## src/x11sf_pkg.sv

```systemverilog
// ----------------------------------------------------------------------------
// x11sf_pkg
// Shared types and constants for the X11 server stream framer.
// ----------------------------------------------------------------------------
package x11sf_pkg;

    localparam int OFS_W     = 35;          // width of offsets and lengths
    localparam int LEN_W     = 32;          // width of the reply length field
    localparam int SEQ_W     = 16;          // width of the sequence number

    localparam logic [OFS_W-1:0] SETUP_HDR_LEN = OFS_W'(8);
    localparam logic [OFS_W-1:0] PACKET_LEN    = OFS_W'(32);

    // Byte offsets of the header fields
    localparam logic [OFS_W-1:0] OFS_SEQ_LO = OFS_W'(2);
    localparam logic [OFS_W-1:0] OFS_SEQ_HI = OFS_W'(3);
    localparam logic [OFS_W-1:0] OFS_LEN_LO = OFS_W'(4);
    localparam logic [OFS_W-1:0] OFS_SU_LEN = OFS_W'(6);
    localparam logic [OFS_W-1:0] OFS_LEN_HI = OFS_W'(7);

    // Packet type byte codes
    localparam logic [7:0] TYPE_ERROR = 8'd0;
    localparam logic [7:0] TYPE_REPLY = 8'd1;

    typedef enum logic [1:0] {
        K_SETUP = 2'd0,
        K_ERROR = 2'd1,
        K_REPLY = 2'd2,
        K_EVENT = 2'd3
    } t_kind;

    typedef struct packed {
        logic [7:0] data_byte;
        logic       restart;
    } t_in_item;

endpackage

```

## src/x11_server_stream_framer_core.sv

```systemverilog
// ----------------------------------------------------------------------------
// x11_server_stream_framer_core
// Tags each byte of an X11 server-to-client stream with its message kind,
// offset, boundary flags, reply sequence number and message length.
// ----------------------------------------------------------------------------
// The block takes one byte per cycle while i_out_ready does not hold back
// the output and returns one result per byte; each byte passes the input
// register, then the framing stage with its offset increment and 36-bit
// end-of-message compare. Both the input register and the
// result register hold a transaction each, so a new byte is still taken
// while a finished result waits on the output. Assert i_restart with the
// first byte of a connection: that byte opens a set-up reply (8 bytes plus
// four times the 16-bit length in bytes 6 and 7). After it come 32-byte
// packets; type 0 is an error, 1 a reply (lengthened by four times the
// 32-bit length in bytes 4 to 7) and anything else an event. The byte order
// of length and sequence fields follows the little-endian register, which
// should only be written while no byte is in flight.
// ----------------------------------------------------------------------------
module x11_server_stream_framer_core (
    input  logic                        i_clk,
    input  logic                        i_rst_n,
    // Configuration write channel
    input  logic                        i_cfg_valid,
    output logic                        o_cfg_ready,
    input  logic                        i_little_endian,
    // Byte input channel
    input  logic                        i_in_valid,
    output logic                        o_in_ready,
    input  logic [7:0]                  i_data_byte,
    input  logic                        i_restart,
    // Tagged byte output channel
    output logic                        o_out_valid,
    input  logic                        i_out_ready,
    output logic [1:0]                  o_message_kind,
    output logic [x11sf_pkg::OFS_W-1:0] o_byte_offset,
    output logic                        o_first_byte,
    output logic                        o_last_byte,
    output logic [x11sf_pkg::SEQ_W-1:0] o_reply_sequence,
    output logic [x11sf_pkg::OFS_W-1:0] o_message_length
);
    import x11sf_pkg::*;

    logic     r_little_endian;
    logic     w_take;
    logic     w_item_valid;
    t_in_item w_item;
    t_kind    w_kind;

    // Register writes are always taken
    assign o_cfg_ready = 1'b1;

    always_ff @(posedge i_clk) begin
        if (!i_rst_n) begin
            r_little_endian <= 1'b0;
        end else if (i_cfg_valid) begin
            r_little_endian <= i_little_endian;
        end
    end

    // Hold the incoming transaction until the framing stage takes it
    x11sf_in_reg u_in_reg (
        .i_clk        (i_clk),
        .i_rst_n      (i_rst_n),
        .i_in_valid   (i_in_valid),
        .o_in_ready   (o_in_ready),
        .i_data_byte  (i_data_byte),
        .i_restart    (i_restart),
        .i_take       (w_take),
        .o_item_valid (w_item_valid),
        .o_item       (w_item)
    );

    // Advance message state and register the tagged result
    x11sf_frame u_frame (
        .i_clk            (i_clk),
        .i_rst_n          (i_rst_n),
        .i_little_endian  (r_little_endian),
        .i_item_valid     (w_item_valid),
        .i_item           (w_item),
        .o_take           (w_take),
        .o_out_valid      (o_out_valid),
        .i_out_ready      (i_out_ready),
        .o_kind           (w_kind),
        .o_byte_offset    (o_byte_offset),
        .o_first_byte     (o_first_byte),
        .o_last_byte      (o_last_byte),
        .o_reply_sequence (o_reply_sequence),
        .o_message_length (o_message_length)
    );

    assign o_message_kind = 2'(w_kind);

    // The first byte of a message always sits at offset zero
    a_first_at_zero: assert property (@(posedge i_clk) disable iff (!i_rst_n)
        o_out_valid && o_first_byte |-> o_byte_offset == '0)
        else $error("first byte flagged away from offset zero");

    // Errors and events are fixed-size packets ending at byte 31
    a_packet_end: assert property (@(posedge i_clk) disable iff (!i_rst_n)
        o_out_valid && o_last_byte &&
        (o_message_kind == 2'(K_ERROR) || o_message_kind == 2'(K_EVENT))
        |-> o_byte_offset == PACKET_LEN - OFS_W'(1))
        else $error("error or event packet ended at wrong offset");

    // Variable lengths are unknown until the length field is complete
    a_len_known: assert property (@(posedge i_clk) disable iff (!i_rst_n)
        o_out_valid && o_message_length != '0 &&
        (o_message_kind == 2'(K_SETUP) || o_message_kind == 2'(K_REPLY))
        |-> o_byte_offset >= OFS_LEN_HI)
        else $error("message length reported before its field was read");

endmodule

```

## src/x11sf_in_reg.sv

```systemverilog
// ----------------------------------------------------------------------------
// x11sf_in_reg
// Input register: captures one byte transaction and holds it until the
// framing stage takes it.
// ----------------------------------------------------------------------------
module x11sf_in_reg (
    input  logic                i_clk,
    input  logic                i_rst_n,
    input  logic                i_in_valid,
    output logic                o_in_ready,
    input  logic [7:0]          i_data_byte,
    input  logic                i_restart,
    input  logic                i_take,
    output logic                o_item_valid,
    output x11sf_pkg::t_in_item o_item
);
    import x11sf_pkg::*;

    logic     r_valid;
    t_in_item r_item;

    assign o_in_ready   = !r_valid || i_take;
    assign o_item_valid = r_valid;
    assign o_item       = r_item;

    always_ff @(posedge i_clk) begin
        if (!i_rst_n) begin
            r_valid <= 1'b0;
        end else if (o_in_ready) begin
            r_valid <= i_in_valid;
        end
    end

    // Load payload on every accepted transaction
    always_ff @(posedge i_clk) begin
        if (i_in_valid && o_in_ready) begin
            r_item.data_byte <= i_data_byte;
            r_item.restart   <= i_restart;
        end
    end

endmodule

```

## src/x11sf_frame.sv

```systemverilog
// ----------------------------------------------------------------------------
// x11sf_frame
// Framing stage: message state, per-byte tagging and the result register.
// ----------------------------------------------------------------------------
module x11sf_frame (
    input  logic                        i_clk,
    input  logic                        i_rst_n,
    input  logic                        i_little_endian,
    input  logic                        i_item_valid,
    input  x11sf_pkg::t_in_item         i_item,
    output logic                        o_take,
    output logic                        o_out_valid,
    input  logic                        i_out_ready,
    output x11sf_pkg::t_kind            o_kind,
    output logic [x11sf_pkg::OFS_W-1:0] o_byte_offset,
    output logic                        o_first_byte,
    output logic                        o_last_byte,
    output logic [x11sf_pkg::SEQ_W-1:0] o_reply_sequence,
    output logic [x11sf_pkg::OFS_W-1:0] o_message_length
);
    import x11sf_pkg::*;

    // Message state
    logic             r_setup_done;
    logic [OFS_W-1:0] r_offset;
    logic [OFS_W-1:0] r_total;
    t_kind            r_kind;
    logic [LEN_W-1:0] r_len;
    logic [SEQ_W-1:0] r_seq;

    logic             n_setup_done;
    logic [OFS_W-1:0] n_offset;
    logic [OFS_W-1:0] n_total;
    t_kind            n_kind;
    logic [LEN_W-1:0] n_len;
    logic [SEQ_W-1:0] n_seq;

    // Result register
    logic             r_out_valid;
    t_kind            r_o_kind;
    logic [OFS_W-1:0] r_o_offset;
    logic             r_o_first;
    logic             r_o_last;
    logic [SEQ_W-1:0] r_o_seq;
    logic [OFS_W-1:0] r_o_length;

    // Working values
    logic             w_done;
    logic [OFS_W-1:0] w_off;
    logic [OFS_W-1:0] w_total;
    t_kind            w_kind;
    logic [LEN_W-1:0] w_len;
    logic [SEQ_W-1:0] w_seq;
    logic [7:0]       w_b;
    logic [SEQ_W-1:0] w_su_len;
    logic             w_known;
    logic             w_last;
    logic [SEQ_W-1:0] w_seq_out;

    assign o_take = i_item_valid && (!r_out_valid || i_out_ready);

    always_comb begin
        w_b = i_item.data_byte;

        // Restart drops any message in progress
        if (i_item.restart) begin
            w_done  = 1'b0;
            w_off   = '0;
            w_total = SETUP_HDR_LEN;
            w_kind  = K_SETUP;
            w_len   = '0;
            w_seq   = '0;
        end else begin
            w_done  = r_setup_done;
            w_off   = r_offset;
            w_total = r_total;
            w_kind  = r_kind;
            w_len   = r_len;
            w_seq   = r_seq;
        end

        // Start of message: classify
        if (w_off == '0) begin
            w_len = '0;
            w_seq = '0;
            if (!w_done) begin
                w_kind  = K_SETUP;
                w_total = SETUP_HDR_LEN;
            end else begin
                if (w_b == TYPE_ERROR) begin
                    w_kind = K_ERROR;
                end else if (w_b == TYPE_REPLY) begin
                    w_kind = K_REPLY;
                end else begin
                    w_kind = K_EVENT;
                end
                w_total = PACKET_LEN;
            end
        end

        w_su_len  = '0;
        w_seq_out = '0;
        case (w_kind)
            K_SETUP: begin
                if (w_off == OFS_SU_LEN || w_off == OFS_LEN_HI) begin
                    w_len = i_little_endian ? {w_b, w_len[LEN_W-1:8]}
                                            : {w_len[LEN_W-9:0], w_b};
                end
                if (w_off == OFS_LEN_HI) begin
                    w_su_len = i_little_endian ? w_len[LEN_W-1:SEQ_W] : w_len[SEQ_W-1:0];
                    w_total  = SETUP_HDR_LEN + {{(OFS_W-SEQ_W-2){1'b0}}, w_su_len, 2'b00};
                end
            end
            K_REPLY: begin
                if (w_off == OFS_SEQ_LO || w_off == OFS_SEQ_HI) begin
                    w_seq = i_little_endian ? {w_b, w_seq[SEQ_W-1:8]}
                                            : {w_seq[SEQ_W-9:0], w_b};
                end
                if (w_off >= OFS_LEN_LO && w_off <= OFS_LEN_HI) begin
                    w_len = i_little_endian ? {w_b, w_len[LEN_W-1:8]}
                                            : {w_len[LEN_W-9:0], w_b};
                end
                if (w_off == OFS_LEN_HI) begin
                    w_total = PACKET_LEN + {{(OFS_W-LEN_W-2){1'b0}}, w_len, 2'b00};
                end
                if (w_off >= OFS_SEQ_HI) begin
                    w_seq_out = w_seq;
                end
            end
            default: begin
            end
        endcase

        w_known = (w_kind == K_ERROR) || (w_kind == K_EVENT) || (w_off >= OFS_LEN_HI);
        w_last  = ({1'b0, w_off} + (OFS_W+1)'(1)) == {1'b0, w_total};

        n_kind = w_kind;
        n_len  = w_len;
        n_seq  = w_seq;
        if (w_last) begin
            n_setup_done = w_done || (w_kind == K_SETUP);
            n_offset     = '0;
            n_total      = PACKET_LEN;
        end else begin
            n_setup_done = w_done;
            n_offset     = w_off + OFS_W'(1);
            n_total      = w_total;
        end
    end

    always_ff @(posedge i_clk) begin
        if (!i_rst_n) begin
            r_setup_done <= 1'b0;
            r_offset     <= '0;
            r_total      <= SETUP_HDR_LEN;
            r_kind       <= K_SETUP;
            r_len        <= '0;
            r_seq        <= '0;
            r_out_valid  <= 1'b0;
        end else begin
            if (o_take) begin
                r_setup_done <= n_setup_done;
                r_offset     <= n_offset;
                r_total      <= n_total;
                r_kind       <= n_kind;
                r_len        <= n_len;
                r_seq        <= n_seq;
            end
            if (o_take) begin
                r_out_valid <= 1'b1;
            end else if (i_out_ready) begin
                r_out_valid <= 1'b0;
            end
        end
    end

    always_ff @(posedge i_clk) begin
        if (o_take) begin
            r_o_kind   <= w_kind;
            r_o_offset <= w_off;
            r_o_first  <= (w_off == '0);
            r_o_last   <= w_last;
            r_o_seq    <= w_seq_out;
            r_o_length <= w_known ? w_total : '0;
        end
    end

    assign o_out_valid      = r_out_valid;
    assign o_kind           = r_o_kind;
    assign o_byte_offset    = r_o_offset;
    assign o_first_byte     = r_o_first;
    assign o_last_byte      = r_o_last;
    assign o_reply_sequence = r_o_seq;
    assign o_message_length = r_o_length;

endmodule
```

## config.mk

```make
export PLATFORM = sky130hd
export DESIGN_NAME = x11_server_stream_framer_core
export DESIGN_NICKNAME = d
export VERILOG_FILES = /design/src/x11sf_pkg.sv /design/src/x11_server_stream_framer_core.sv /design/src/x11sf_in_reg.sv /design/src/x11sf_frame.sv
export SDC_FILE = /design/constraint.sdc
export NUM_CORES = 1
export LEC_CHECK = 0
export BUFFER_PORTS_ARGS = -buffer_cell sky130_fd_sc_hd__buf_2
export CAP_MARGIN = 10
export CORE_MARGIN = 4
export CORE_UTILIZATION = 40
export CTS_CLUSTER_DIAMETER = 30
export DETAILED_ROUTE_END_ITERATION = 7
export GPL_TIMING_DRIVEN = 0
export SYNTH_ARGS = -nofsm -noshare
export SYNTH_HDL_FRONTEND = slang
export SYNTH_SLANG_ARGS = --single-unit
```

## constraint.sdc

```tcl
create_clock -name i_clk -period 10.2 [get_ports i_clk]
set_clock_uncertainty 0.1 [all_clocks]
set_input_delay 1.02 -clock i_clk [delete_from_list [all_inputs] [get_ports i_clk]]
set_output_delay 1.02 -clock i_clk [all_outputs]
set_load 0.01 [all_outputs]
```

== Word-level counts from Yosys, hierarchy flattened ==
Cells that the tools add are included.
Word-level totals
  flip-flop bits (word level): 223
  input port bits: 15
  output and inout port bits: 93
  word-level logic and storage cells: 83
Operators by class
  add/subtract/negate cells: 4
  multiplexer cells: 32
  order comparisons: 4
  reduce and logical (&&, ||, !) cells: 17
  equal/unequal tests: 9
Operators by type and width (count)
  two-way mux 35 bit: 7
  two-way mux 32 bit: 7
  two-way mux 16 bit: 6
  == test 35 x 2 -> 1 bit (second input constant): 2
  == test 35 x 3 -> 1 bit (second input constant): 2
  >= comparator 35 x 3 -> 1 bit (second input constant): 2
  one-hot mux 35 bit (2 select lines): 1
  one-hot mux 32 bit (2 select lines): 1
  adder 35 x 1 -> 36 bit (second input constant): 1
  == test 36 x 35 -> 1 bit: 1
  adder 35 x 1 -> 35 bit (second input constant): 1
  adder 6 x 34 -> 35 bit (first input constant): 1
  >= comparator 35 x 2 -> 1 bit (second input constant): 1
  less-or-equal comparator 35 x 3 -> 1 bit (second input constant): 1
  logical NOT 35 bit: 1
  adder 4 x 18 -> 19 bit (first input constant): 1
  == test 8 x 1 -> 1 bit (second input constant): 1
  logical NOT 8 bit: 1
  two-way mux 2 bit: 4
  logical OR 1 bit: 7
  two-way mux 6 bit: 1
  two-way mux 1 bit: 5
  == test 2 bit (second input constant): 2
  logical AND 1 bit: 3
  other kinds (5): 6

== Depth between registers and ports, before layout ==
Gate-level depths: netlist (run 1).
  word-level depth: 13
  gate-level depth with buffers: 30

== Hierarchy ==
Synthesis (run 1) repeated with hierarchy kept, for this count alone.
Second synthesis, totals
  cells, all modules: 1887
  area, all modules: 15260.9 sq um
Modules (own cells, without submodules)
  x11sf_frame: instances 1, area each 14885.5 sq um, cells each 1868, sequential area each 5144.9 sq um
  x11sf_in_reg: instances 1, area each 327.8 sq um, cells each 14, sequential area each 290.3 sq um
  x11_server_stream_framer_core: instances 1, area each 47.5 sq um, cells each 5, sequential area each 20.0 sq um

== Worst setup path after synthesis (run 1) ==
Ideal clock, no wire load.
  path kind: register to register
  start: reg u_in_reg.r_item (netlist bit u_in_reg.o_item[0])
  end: reg u_frame.r_total[24]
  required time: 9966 ps
  stages on the path, launching flop included: 30
  setup time: 134 ps
  arrival: 7206 ps
  setup slack: 2760 ps
  cells stage by stage: edfxtp_1 -> clkbuf_1 -> clkbuf_1 -> clkbuf_1 -> buf_1 -> nand2b_1 -> ha_1 -> nor2b_1 -> nand2_1 -> clkbuf_1 -> o31ai_1 -> clkbuf_1 -> clkbuf_1 -> buf_2 -> buf_1 -> a21oi_1 -> a21o_1 -> ha_1 -> nand2_1 -> or4_4 -> buf_6 -> mux2i_1 -> a21oi_1 -> or4_1 -> nor4b_2 -> nand4_1 -> or4_4 -> o21ai_4 -> buf_4 -> o22ai_1
On the way
  longest elaborated chain between the ends: 12
Ends and longest elaborated chain
  start: declaration: line x11sf_in_reg.sv:20  | t_in_item r_item;
  branches (longest 11 deep; another with >= comparator 35 x 3 -> 1 bit)
  two-way mux 35 bit (*): line x11sf_frame.sv:140  | if (w_last) begin
  end signal: assignment: line x11sf_frame.sv:164  | r_total <= n_total;
  end: declaration: line x11sf_frame.sv:26  | logic [OFS_W-1:0] r_total;
Every way passes the cells marked *. The select of a mux whose other input is x is not followed.
A chain may end at the register's enable or synchronous reset.

== Worst setup path in the final report (run 1) ==
  start: reg u_in_reg.r_item (netlist bit u_in_reg.o_item[0])
  end: reg u_frame.r_total[32]
On the way
  longest elaborated chain between the ends: 12
Ends and longest elaborated chain
  two-way mux 35 bit (*): line x11sf_frame.sv:66  | if (i_item.restart) begin
  named net u_frame.w_off[1]: line x11sf_frame.sv:49  | logic [OFS_W-1:0] w_off;
  branches (longest 10 deep; another with >= comparator 35 x 3 -> 1 bit)
  two-way mux 35 bit (*): line x11sf_frame.sv:140
Mark *: on every way through the listed nets, which the timed path passes. The select of a mux whose other input is x is not followed.

==> results.tsv, run 1 <==
metric	value	unit
first-pass GRT wire length	122000	um
Leak	0.00616	uW
Netlist cell types	92	
RePlAce Congestion	1.10	
Routed Antenna Nets	0	
Worst-Skew Late Latency	0.61	ns
initial antenna violation count	6	
RSZ-0062 raised after global routing	no	
Root Buffer	clkbuf_16	
VDD IR max	0.147	mV
I/O pin count	108	
pin count of the biggest net entering global routing	62	
core area	37800	sq um
maxcap violations	1	
CTS tree	yes	
Synth top cells by count	197 x nand2_1, 184 x nor2_1, 124 x dfxtp_1	
min cycle time layout	10.36	ns
initial detailed-routing violation count	2776	
vias in the first global route	16800	
Via density	6.90	
Worst Path Required	10.55	ns
fillers	3668	
Die X	204	um
fraction of registers with async set/reset	0	%
Mean Syn Cell Area	8.19	sq um
final hold vios	0	
area delta synth->final	20.7	%
nets	2064	
critical path class	reg -> reg	
failing checks	capacitance limit, setup timing	
Post-CTS Hold Fix Bufs	0	
CP Capture Type	register	
Tightest Pin Transition	1.45	ns
CTS Buf Count	54	
crit-path most repeated cell	clkbuf_2	
Die ar.	41700	sq um
fin crit share	102	%
FMAX	96.5	MHz
H-tree depth	2	
Final WS setup	-0.162	ns
Synth top area share	19.3	%
Critical Path AT	10.71	ns
Syn. warnings	0	
Residual DRC	0	
count leader, synth	nand2_1	
number of synthesized register bits	223	
post-synthesis instance total	1878	
worst-path maximum fanout	19	
Routed WL per cell	33.7	um
post-synthesis cell area	15400	sq um
pwr dens	158	nW/um^2
CTS max path bufs	3	
DIE HEIGHT	204	um
top cells by area, synth	edfxtp_1 19%, dfxtp_1 16%, nand2_1 4.8%, nor2_1 4.5%, a21oi_1 3.9%	
Yosys top cell by area	edfxtp_1	
DRT Pass-1 Iters	6	
Slew headroom	0.769	%
total track usage	40.7	%
buffers added on ports	106	
Clock Sinks	223	
share of cells above drive strength 1	14.6	%
sequential fraction of the synthesis area	35.5	%
Final Instance Area	18600	sq um
fin. max-slew vios	0	
Initial Utilization	40.7	%
Layout Utilization	49.2	%
Startpoint Class	register	
prevailing post-synth register cell	dfxtp_1	
syn nets	1898	
Max stage delay on crit path	0.62	ns
Rows	71	
Slowest cell on crit path	or4_1	
number of synthesized flops with an enable pin	99	
vias post-DR	17900	
Total Wirelength	87700	um
hpwl dp	66700	um
min-delay worst type	reg -> reg	
final setup vio count	6	
Area after DPL	16600	sq um
clock transition at the registers of the reported paths	0.05	ns
global route overflow	0	
run status	finished with violations	
==> cells in the final DEF, fill, tap and decap left out, types with 44 or more instances in the layout <==
| cell | count |
|---|---|
| nand2_1 | 197 |
| mux2i_1 | 44 |
| dfxtp_1 | 124 |
| a21oi_1 | 117 |
| nor2b_1 | 58 |
| clkbuf_1 | 107 |
| buf_2 | 115 |
| o21ai_0 | 82 |
| nand3_1 | 63 |
| clkbuf_16 | 54 |
| nor2_1 | 184 |
| edfxtp_1 | 99 |
==> logic make-up (layout without fill, tap and decap cells) <==
family / count (synthesis) / after routing / share of synthesized area, %
buffers and inverters: 178 / 390 / 4.82
muxes: 60 / 60 / 4.03
other: 1 / 2 / 0.0244
adders and majority gates: 5 / 5 / 0.407
xor gates and xnor gates: 60 / 60 / 3.42
and+or+nand+nor: 802 / 802 / 27.0
DFF: 223 / 223 / 35.5
AOI/OAI and AO/OA: 549 / 549 / 24.8
==> worst max-delay path, delay by kind of cell (launching register included) <==
family          cells  cell delay [ns]
mux                 1             0.24
flops               1             0.49
fa+ha+maj           2             0.55
simple gates        8             2.66
buf+inv            11             3.70
compound gates      6             2.38
==> path summary, 6_finish.rpt <==
check                           slack [ns]  cells after the start               start                  end
worst min register to register        0.35                      2  u_frame.r_total[4]   u_frame.r_total[4]
worst max-delay path                 -0.16                     28  u_in_reg.o_item[0]  u_frame.r_total[32]
worst min-delay path                  0.35                      2  u_frame.r_total[4]   u_frame.r_total[4]
worst max register to register       -0.16                     28  u_in_reg.o_item[0]  u_frame.r_total[32]
==> flip-flops by register name, summed over array words and instances, names as in the netlist, 2 cells and up <==
register / flops
u_frame.r_seq: 16
u_frame.r_kind: 2
u_in_reg.o_item: 9
u_frame.o_byte_offset: 35
u_frame.o_message_length: 35
u_frame.r_offset: 35
u_frame.o_reply_sequence: 16
u_frame.r_total: 35
u_frame.r_len: 32
u_frame.o_kind: 2
==> cell type report <==
type	count	area (sq um)	area share, %
Tap cell	511	639	3.44
Clock inverter	43	479	2.58
Timing Repair Buffer	113	606	3.26
Antenna cell	1	2.50	0.0135
Sequential cell	223	5460	29.4
Clock buffer	59	1390	7.49
Inverter	31	116	0.627
Buffer	144	629	3.39
Multi-Input combinational cell	1477	9250	49.8
==> where the power goes <==
group,internal [uW],switching (uW),total [uW]
combinational,41.9,145,187
clock,1170,605,1780
sequential,956,12.9,969
total,2170,762,2930
==> repair_timing <==
item | CTS | global route
resized for setup | 6 | 9
endpoints found under the setup margin | 72 | 72
buffers inserted | 2 | 0
==> per-stage QoR <==
stage	hold WS [ns]	std cells	total power, uW	TNS [ns]	setup WS (ns)
after global placement	0.338	2495	1160	-178.14	-2.71
final	0.350	2602	2930	-0.715	-0.162
after CTS	0.352	2600	2920	0	0.00345
after global routing	0.387	2601	2990	0	0.000331
after floorplan	0.322	1878	1070	0	2.76
after detailed placement	0.345	2499	1160	-99.30	-1.72
==> per-layer routing <==
layer	wire length, um	up-vias	track usage (%)	share of wire, %
met1	34200	8703	53.9	39
met4	5840	4	21.8	6.7
met5	33	-	0	0.038
met2	35100	1438	57.3	40
met3	12600	328	15.5	14
li1	-	7472	-	-
Power figures use the tool's default switching activity.
==> inputs of run 2 (changes only) <==
--- a/config.mk
+++ b/config.mk
@@ -12,6 +12,7 @@
 export CTS_CLUSTER_DIAMETER = 30
 export DETAILED_ROUTE_END_ITERATION = 7
 export GPL_TIMING_DRIVEN = 0
+export REMOVE_ABC_BUFFERS = 1
 export SYNTH_ARGS = -nofsm -noshare
 export SYNTH_HDL_FRONTEND = slang
 export SYNTH_SLANG_ARGS = --single-unit
==> run 2 against run 1 <==
  * First-iteration DRC count down 30%
  * Largest cell class unchanged
  * The run now ends clean
  * Die area is the same
  * Highest routed layer unchanged
  * Maximum frequency grew 3.2%
==> results.tsv, run 2 (synthesized netlist as in run 1, its figures left out) <==
metric	value	unit
Tightest Pin Transition	1.31	ns
total power	2920	uW
min cycle time layout	10.04	ns
pin count of the biggest net entering global routing	82	
most frequent cells in the layout	197 x nand2_1, 183 x nor2_1, 123 x dfxtp_1	
Critical Path AT	10.37	ns
Leak	0.00603	uW
Residual DRC	0	
R2R Setup Slk	0.16	ns
vias post-DR	16300	
CTS tree	yes	
area of the multi-input gates	9270	sq um
run status	complete, no violations	
Worst Path Required	10.53	ns
Routed Antenna Nets	0	
fin. max-slew vios	0	
initial detailed-routing violation count	1950	
final setup vio count	0	
I/O pin count	108	
CTS max path bufs	3	
storage element area	5460	sq um
RSZ-0062 raised after global routing	no	
initial antenna violation count	2	
Critical R2R Capture	u_frame.r_total[32]	
fin crit share	98.5	%
VDD IR max	0.137	mV
Rows	71	
Hold Crit Start	u_frame.r_total[28]	
nets	1940	
Slowest cell on crit path	o21ai_1	
Via density	6.57	
internal power	2200	uW
CP cell instances	buf_16 -> inv_2 -> nand2_1 -> inv_1 -> ha_1 -> and3b_1 -> nor3_2 -> nand3_1 -> o21ai_1 -> ha_1 -> nand2_1 -> nor4_2 -> a31oi_1 -> o21ai_0 -> a21oi_1 -> a2111oi_0 -> nand4_1 -> or4_1 -> buf_16 -> a31oi_2 -> o22ai_1	
Clock Sinks	223	
Comb power frac	4.7	%
global route overflow	0	
Routed WL per cell	26.8	um
ant diodes	0	
critical path class	reg -> reg	
DIE HEIGHT	204	um
Die ar.	41700	sq um
sw frac	24.7	%
first-pass GRT wire length	98600	um
commonest non-fill, non-tap cell in the layout	nand2_1	
Area after DPL	16500	sq um
Slew headroom	12.8	%
CP top delay family	simple AND/OR/NAND/NOR gates	
H-tree depth	2	
Min-Delay Path Depth	2	
Die X	204	um
vias in the first global route	15200	
share of cells above drive strength 1	15.4	%
hpwl dp	48800	um
Initial Utilization	40.7	%
Root Buffer	clkbuf_16	
clock transition at the registers of the reported paths	0.05	ns
Total Wirelength	66400	um
total track usage	31.0	%
CTS Buf Count	55	
maxcap violations	0	
Hold EP	u_frame.r_total[28]	
RePlAce Congestion	1.06	
worst path bufs/invs	4	
area delta synth->final	19.8	%
DRT Pass-1 Iters	5	
postcts setup bufs	0	
fillers	3652	
CP Capture Type	register	
R2R cell count	21	
buffers added on ports	106	
core area	37800	sq um
pwr dens	158	nW/um^2
final hold vios	0	
FMAX	99.6	MHz
reg-to-reg startpoint	u_in_reg.o_item[0]	
Final Instance Area	18400	sq um
Max stage delay on crit path	0.85	ns
sequential share of power	33.7	%
Startpoint Class	register	
min-delay worst type	reg -> reg	
Worst-Skew Late Latency	0.60	ns
clock power share	61.6	%
switching power total	719	uW
worst-path maximum fanout	28	
==> run 2: cell count changes in the layout (fill, tap and decap cells not counted), moves of 9 or more <==
cell,before,now
buf_1,10,0
buf_16,1,10
clkbuf_1,107,5
clkinvlp_4,3,12
clkbuf_2,10,0
clkinv_2,14,5
==> run 2: tightest hold or removal path, cell delays in order (launching register included) <==
cell and delay, ns:
dfxtp_1 0.30, nand2_1 0.05, o21ai_1 0.05
==> run 2: worst max-delay path by stage <==
stage,cells past startpoint,end,slack (ns),from
3_5_place_dp,21,u_frame.r_total[32],0.21,u_in_reg.o_item[0]
2_1_floorplan,20,u_frame.r_total[24],0.27,u_in_reg.o_item[0]
5_1_grt,21,u_frame.r_total[32],0.003,u_in_reg.o_item[0]
6_report,21,u_frame.r_total[32],0.16,u_in_reg.o_item[0]
4_1_cts,21,u_frame.r_total[32],0.15,u_in_reg.o_item[0]
3_3_place_gp,16,u_frame.r_total[32],-5.88,u_in_reg.o_item[0]
==> run 2: power by group through the flow <==
| stage | Sequential [uW] | Combinational (uW) | Clock [uW] |
|---|---|---|---|
| final | 981 | 137 | 1800 |
| after detailed placement | 997 | 134 | 0 |
| after floorplan | 1000 | 58.5 | 0 |
| after CTS | 980 | 135 | 1820 |
| after global routing | 982 | 146 | 1860 |
| after global placement | 1000 | 120 | 0 |
==> run 2: repair_timing <==
item,4_1_cts,5_1_grt
resized for setup,0,1
setup endpoints to repair,0,21
hold endpoints to repair,0,0
hold buffers,0,0
==> run 2: cell type report <==
type / count / area share [%]
repair buffers: 132 / 5.45
clock buffers: 64 / 8.00
inverters: 31 / 0.659
well taps: 511 / 3.47
flip-flops and latches: 223 / 29.6
multi-input cells: 1477 / 50.3
clock inverters: 40 / 2.49
==> run 2: per-stage QoR <==
stage	utilization (%)	setup TNS (ns)	hold WS (ns)	instances	setup WS, ns
after floorplan	-	0	0.323	1731	0.271
after CTS	48.7	0	0.346	2476	0.146
after detailed placement	43.6	0	0.340	2372	0.207
after global placement	42.2	-546.78	0.334	2348	-5.88
after global routing	48.8	0	0.368	2478	0.00325
final	48.8	0	0.345	2478	0.157
==> run 2: per-layer routing <==
| layer | part of all wire [%] | GRT usage (%) | vias to the layer above | routed length, um |
|---|---|---|---|---|
| met5 | 0.042 | 0 | - | 28 |
| met4 | 5.7 | 15.1 | 4 | 3760 |
| met3 | 10 | 7.43 | 220 | 6840 |
| met2 | 44 | 47.8 | 1028 | 29100 |
| met1 | 40 | 40.9 | 7798 | 26700 |
| li1 | - | - | 7223 | - |
